### config.mk
export PLATFORM = sky130hd
export DESIGN_NAME = dfs_mul
export DESIGN_NICKNAME = d
export VERILOG_FILES = /design/src/hdl/dfs_pkg.sv /design/src/hdl/dfs_mul.sv
export SDC_FILE = /design/constraint.sdc
export NUM_CORES = 2
export LEC_CHECK = 0
export BUFFER_PORTS_ARGS = -buffer_cell sky130_fd_sc_hd__buf_2
export CORE_ASPECT_RATIO = 0.7
export CORE_MARGIN = 5
export CORE_UTILIZATION = 51
export CTS_CLUSTER_DIAMETER = 40
export DETAILED_ROUTE_END_ITERATION = 8
export GPL_TIMING_DRIVEN = 1
export PLACE_DENSITY = 0.68
export SYNTH_ARGS = -nofsm -noshare
export SYNTH_HDL_FRONTEND = slang
export SYNTH_SLANG_ARGS = --single-unit
### constraint.sdc
create_clock -name clk -period 0.8 [get_ports clk]
set_input_delay 0.04 -clock clk [delete_from_list [all_inputs] [get_ports clk]]
set_output_delay 0.04 -clock clk [all_outputs]
set_load 0.05 [all_outputs]
### src/hdl/dfs_pkg.sv
package dfs_pkg;

	localparam int COORD_W   = 32;
	localparam int EDGE_W    = COORD_W + 1;
	localparam int OPND_W    = EDGE_W + 1;
	localparam int PROD_W    = 2 * OPND_W;
	localparam int NRM_W     = 2 * EDGE_W + 1;
	localparam int SPLIT     = EDGE_W;
	localparam int DOT_W     = NRM_W + EDGE_W + 4;
	localparam int SDIST_W   = 31;
	localparam int QUO_W     = 31;
	localparam int FRAC_BITS = 16;
	localparam int BARY_TOL  = 7;
	localparam int BARY_W    = NRM_W + FRAC_BITS + 3;
	localparam int NUM_STEPS = 16;
	localparam int STEP_W    = 5;
	localparam int CNT_W     = 5;

	// accumulate destinations of the shared multiplier
	localparam logic [2:0] DST_N0 = 3'd0;
	localparam logic [2:0] DST_N1 = 3'd1;
	localparam logic [2:0] DST_N2 = 3'd2;
	localparam logic [2:0] DST_U  = 3'd3;
	localparam logic [2:0] DST_V  = 3'd4;
	localparam logic [2:0] DST_D  = 3'd5;

	// register indexes
	localparam logic [1:0] REG_RAY_X = 2'd0;
	localparam logic [1:0] REG_RAY_Y = 2'd1;
	localparam logic [1:0] REG_RAY_Z = 2'd2;
	localparam logic [1:0] REG_SDIST = 2'd3;

	localparam logic [SDIST_W-1:0] SDIST_RESET = SDIST_W'(268435456);

	typedef struct packed {
		logic       vld;
		logic [2:0] dest;
		logic       clr;
		logic       sub;
		logic       hi;
	} mul_ctl_t;

endpackage

### src/hdl/dfs_mul.sv
module dfs_mul import dfs_pkg::*; (
	input  logic                     clk,
	input  logic                     arst_n,
	input  logic signed [OPND_W-1:0] op_a,
	input  logic signed [OPND_W-1:0] op_b,
	input  mul_ctl_t                 ctl,
	output logic signed [PROD_W-1:0] prod_s1,
	output mul_ctl_t                 ctl_s1
);

	// product register, control travels alongside
	always_ff @(posedge clk) begin
		prod_s1 <= op_a * op_b;
	end

	always_ff @(posedge clk or negedge arst_n) begin
		if (!arst_n) begin
			ctl_s1 <= '0;
		end else begin
			ctl_s1 <= ctl;
		end
	end

endmodule

**After elaboration in Yosys (flattened, before gate mapping)**

Cells that the tools add are included.

- Flip-flop bits (word level): 75
- Bits of input ports: 77
- Output and inout bits: 75
- Logic and storage cells: 7

- $mul: 1

Operator list:

| cell | count |
|---|---|
| multiplier 34 x 34 -> 68 bit | 1 |

**Logic depth before layout (Yosys ltp)**

- Word-level depth: 1
- Mapped depth: 30
- Mapped depth without buffers: 28

**Least setup slack after synthesis**

Ideal clock, no wire load.

- Path kind: input -> register
- Start point: input port op_a[33]
- End point: register prod_s1[61]
- Library setup time: 72 ps
- Arrival time: 7,253 ps
- Required time: 728 ps
- Slack: -6,525 ps
- Stages on the path: 26
- Buffers on the path: 2
- Cells stage by stage: clkbuf_1 > nand2_1 > inv_1 > fa_1 > inv_1 > fa_1 > inv_1 > fa_1 > fa_1 > inv_1 > fa_1 > fa_1 > fa_1 > fa_1 > inv_1 > ha_1 > clkbuf_1 > nand4_1 > nor3_1 > a21oi_1 > o211ai_1 > a22o_1 > a211oi_1 > or2_2 > o21ai_0 > xnor2_1

- Cells in the longest elaborated chain, start to end: 1

Ends and longest elaborated chain:

| what | RTL line | source |
|---|---|---|
| from (decl) | dfs_mul.sv:4 | `input logic signed [OPND_W-1:0] op_a,` |
| multiplier 34 x 34 -> 68 bit | dfs_mul.sv:13 | `prod_s1 <= op_a * op_b;` |
| to (signal assigned) | dfs_mul.sv:13 |  |
| to (decl) | dfs_mul.sv:7 | `output logic signed [PROD_W-1:0] prod_s1,` |

Every way passes these cells.

**Worst setup path in the final report**

- Start point: input port op_b[1]
- End point: register prod_s1[58]

- Cells in the longest elaborated chain, start to end: 1

Ends and longest elaborated chain:

| what | RTL line | source |
|---|---|---|
| from (decl) | dfs_mul.sv:5 | `input logic signed [OPND_W-1:0] op_b,` |
| multiplier 34 x 34 -> 68 bit | dfs_mul.sv:13 |  |

Every way passes these cells.

==> PnR_summary.wiki <==
{| class="wikitable"
! Metric !! Value
|-
| First-pass GRT wire length || 211.2 mm
|-
| Highest achievable clock rate || 142.6 MHz
|-
| Clock root buffer master || sky130_fd_sc_hd__clkbuf_16
|-
| Combined global-route utilization of all metal layers || 31.03%
|-
| Layout filler cell count || 6619
|-
| Startpoint class of the critical path || input port
|-
| Residual overflow from global routing || 0
|-
| Buffers on Ports || 151
|-
| Count of unique library cells instantiated by Yosys || 57
|-
| Post-layout net count || 6702
|-
| Most frequent cell after synthesis || sky130_fd_sc_hd__fa_1
|-
| Standard cell core area || 84300 sq um
|-
| Unrepaired setup endpoints after global routing || yes
|-
| Library cell occupying the most area in the post-synthesis netlist || sky130_fd_sc_hd__fa_1
|-
| CP endpoint kind || register
|-
| Max-slew violation total from the final report || 0
|-
| Area of the mapped netlist || 43310 sq um
|-
| Effective utilization at floorplan || 51.38%
|-
| Final estimated routing congestion in global placement || 0.9963
|-
| Worst Path Class, Setup || in2reg
|-
| Portion of synthesized cell area occupied by the leading cell type || 57.37%
|-
| Largest net degree at the start of global routing || 26
|-
| Half-perimeter wire length after detailed placement || 117.1 mm
|-
| Post-synthesis share of cell area spent on full adders, half adders and majority gates || 63.26%
|-
| Final setup vio count || 141
|-
| Number of global-route vias before repair || 34520
|-
| Compound-cell area share of the yosys netlist || 3.400%
|-
| Clock Sink Count || 75
|-
| Number of enable flip-flop cells after synthesis || 0
|-
| Signed area change from the synthesized netlist to the final layout || 24.27%
|-
| Register area share after synthesis || 3.548%
|-
| Count of mapped cells out of synthesis || 4613
|-
| Clock slew at the register clock pins of the worst setup and hold paths || 0.06 ns
|-
| WL per Instance || 21.99 um
|-
| DRT iter0 DRCs || 3144
|-
| Die outline width || 358.3 um
|-
| Fraction of the cycle the final worst path needs || 876.8%
|-
| Final WS setup || -6.215 ns
|-
| Ratio of cells with drive above 1 in the final layout || 24.20%
|-
| Data required time of the critical path || 1.07 ns
|-
| Xor and xnor area share after synthesis || 1.476%
|-
| Total area of sequential cells || 1639 sq um
|-
| First-pass detailed-route iteration total || 6
|-
| Maximum capacitance violations || 0
|-
| Post-detailed-route count of antenna-violating nets || 0
|-
| Violations in the final reports || setup timing
|-
| Final Hold Viols || 0
|-
| Number of cell rows || 89
|-
| I/O pins || 152
|-
| Combined area of the multi-input logic cells || 38240 sq um
|-
| Drt total wl || 139.1 mm
|-
| Final Util || 63.84%
|-
| Normalized max-slew margin || 65.02%
|-
| H-tree levels || 3
|-
| Die Area || 90940 sq um
|-
| Mean post-synth cell area || 9.388 sq um
|-
| Maximum fanout count along the critical path || 8
|-
| Main combinational cell family by area after synthesis || adder cells
|-
| Status || complete, but fails checks
|-
| Number of CTS-inserted buffers || 9
|-
| Slew at the pin with the worst max-slew slack || 0.5224 ns
|-
| Share of flip-flops with an asynchronous set or reset after synthesis || 9.333%
|-
| Yosys warns || 0
|-
| Top cells by area in the synthesized netlist || sky130_fd_sc_hd__fa_1 57%, sky130_fd_sc_hd__inv_1 11%, sky130_fd_sc_hd__and2_1 9.0%, sky130_fd_sc_hd__ha_1 5.9%, sky130_fd_sc_hd__nand2_1 4.7%
|-
| Total DRC errors in the routed layout || 0
|-
| Via-per-instance ratio || 5.230
|-
| Post-synth top cells || 1241 x sky130_fd_sc_hd__fa_1, 1240 x sky130_fd_sc_hd__inv_1, 624 x sky130_fd_sc_hd__and2_1
|-
| Worst min path class || in2async
|-
| Max Buffers Root-to-Sink || 2
|-
| Area fraction in and, or, nand and nor cells after synthesis || 15.49%
|-
| Post-Syn Nets || 6135
|-
| Via count || 33070
|-
| TritonCTS clock tree || built
|-
| Primary flip-flop cell chosen by synthesis mapping || sky130_fd_sc_hd__dfxtp_1
|-
| Count of state elements after synthesis || 75
|-
| Initial antenna violation count || 4
|-
| Share of synthesized area spent on multiplexers || 0%
|-
| Minimum clock period || 7.015 ns
|-
| Die Y || 253.8 um
|-
| Arrival time at the worst endpoint || 7.28 ns
|}
==> cell families after synthesis <==
family                     after synthesis
and+or+nand+nor                       1315
buffers and inverters                 1479
DFF                                     75
AOI/OAI and AO/OA                      226
xor gates and xnor gates                73
adders and majority gates             1445
==> per-stage QoR <==
step                instances  setup slack (ns)  hold slack [ns]  TNS, ns  instance area (sq um)
finish                   6324            -6.215          0.05246  -348.14                  53820
global route             6322            -6.380          0.06620  -359.66                  53810
CTS                      6284            -6.124          0.04090  -349.77                  52030
detailed placement       6224            -6.979          -0.1208  -379.00                  50010
global placement         6224            -6.913          -0.1277  -375.79                  50010
floorplan                4613            -5.931          -0.2556  -317.86                  44680
==> critical path, cell delays in order <==
cell and delay, ns:
sky130_fd_sc_hd__buf_12 0.13, sky130_fd_sc_hd__and2_4 0.14, sky130_fd_sc_hd__fa_1 0.55, sky130_fd_sc_hd__inv_2 0.04, sky130_fd_sc_hd__fa_1 0.53, sky130_fd_sc_hd__inv_1 0.05
sky130_fd_sc_hd__fa_1 0.55, sky130_fd_sc_hd__inv_2 0.06, sky130_fd_sc_hd__fa_1 0.53, sky130_fd_sc_hd__inv_1 0.05, sky130_fd_sc_hd__fa_1 0.52, sky130_fd_sc_hd__fa_1 0.46
sky130_fd_sc_hd__fa_1 0.50, sky130_fd_sc_hd__inv_1 0.05, sky130_fd_sc_hd__fa_2 0.59, sky130_fd_sc_hd__inv_2 0.07, sky130_fd_sc_hd__ha_4 0.31, sky130_fd_sc_hd__nand4_4 0.19
sky130_fd_sc_hd__nor4_4 0.26, sky130_fd_sc_hd__o311ai_4 0.19, sky130_fd_sc_hd__a31oi_4 0.27, sky130_fd_sc_hd__o31ai_4 0.12, sky130_fd_sc_hd__o31a_1 0.31, sky130_fd_sc_hd__buf_6 0.15
sky130_fd_sc_hd__nor3_4 0.24, sky130_fd_sc_hd__buf_4 0.16, sky130_fd_sc_hd__a21oi_2 0.03, sky130_fd_sc_hd__xnor2_1 0.16
==> state kept, by name, summed over array words and instances (netlist names) <==
signal	count
prod_s1	68
ctl_s1	7
==> repair_timing <==
action | in CTS | in global routing
endpoints found under the hold margin | 14 | 0
gates cloned | 3 | 3
endpoints found under the setup margin | 141 | 141
resized for setup | 337 | 511
hold buffers | 8 | 0
buffers inserted | 36 | 44
pin swaps | 104 | 148
==> cells in the final DEF, fill, tap and decap left out, types with 12 or more instances in the layout <==
| cell type | netlist | layout |
|---|---|---|
| sky130_fd_sc_hd__xor2_1 | 23 | 20 |
| sky130_fd_sc_hd__o21ai_2 | 0 | 18 |
| sky130_fd_sc_hd__dfxtp_2 | 0 | 61 |
| sky130_fd_sc_hd__buf_12 | 0 | 49 |
| sky130_fd_sc_hd__nor2_1 | 68 | 57 |
| sky130_fd_sc_hd__nand4_1 | 18 | 18 |
| sky130_fd_sc_hd__clkbuf_16 | 0 | 12 |
| sky130_fd_sc_hd__and2_1 | 624 | 576 |
| sky130_fd_sc_hd__and2_4 | 0 | 47 |
| sky130_fd_sc_hd__buf_8 | 0 | 68 |
| sky130_fd_sc_hd__fa_1 | 1241 | 1168 |
| sky130_fd_sc_hd__buf_2 | 3 | 23 |
| sky130_fd_sc_hd__inv_1 | 1240 | 1183 |
| sky130_fd_sc_hd__buf_6 | 0 | 99 |
| sky130_fd_sc_hd__inv_2 | 0 | 54 |
| sky130_fd_sc_hd__ha_4 | 0 | 52 |
| sky130_fd_sc_hd__nand2_1 | 542 | 527 |
| sky130_fd_sc_hd__fa_2 | 0 | 73 |
| sky130_fd_sc_hd__xnor2_1 | 50 | 44 |
| sky130_fd_sc_hd__a21oi_2 | 1 | 23 |
| sky130_fd_sc_hd__ha_1 | 204 | 147 |
| sky130_fd_sc_hd__buf_4 | 0 | 538 |
| sky130_fd_sc_hd__a21o_1 | 36 | 35 |
| sky130_fd_sc_hd__a21oi_1 | 62 | 32 |
==> layer usage <==
metal	share of wire, %	GRT usage [%]	vias up
li1	-	-	14170
met1	44	48.57	16810
met2	36	37.52	1978
met3	19	17.99	111
met4	1.2	3.477	0
met5	0	0	-
==> layout make-up <==
cell class                 count  area share [%]
multi-input combinational   3059           71.06
timing repair buffer         794           14.02
inverter                    1241           8.670
sequential                    75           3.046
tap                         1137           2.643
clock buffer                  12          0.4580
clock inverter                 4         0.09300
antenna                        2        0.009300
==> final timing paths <==
| check | from | to | slack, ns | cells after the start |
|---|---|---|---|---|
| worst max-delay path | op_b[1] | prod_s1[58] | -6.21 | 28 |
| worst min-delay path | arst_n | ctl_s1[3] | 0.05 | 2 |
| max in group asynchronous | arst_n | ctl_s1[0] | 0.60 | 2 |
| min in group clk | op_a[0] | prod_s1[0] | 0.15 | 3 |
Power is not shown: default switching activity piles up to over one toggle a cycle in this logic, so the estimate is an artifact.
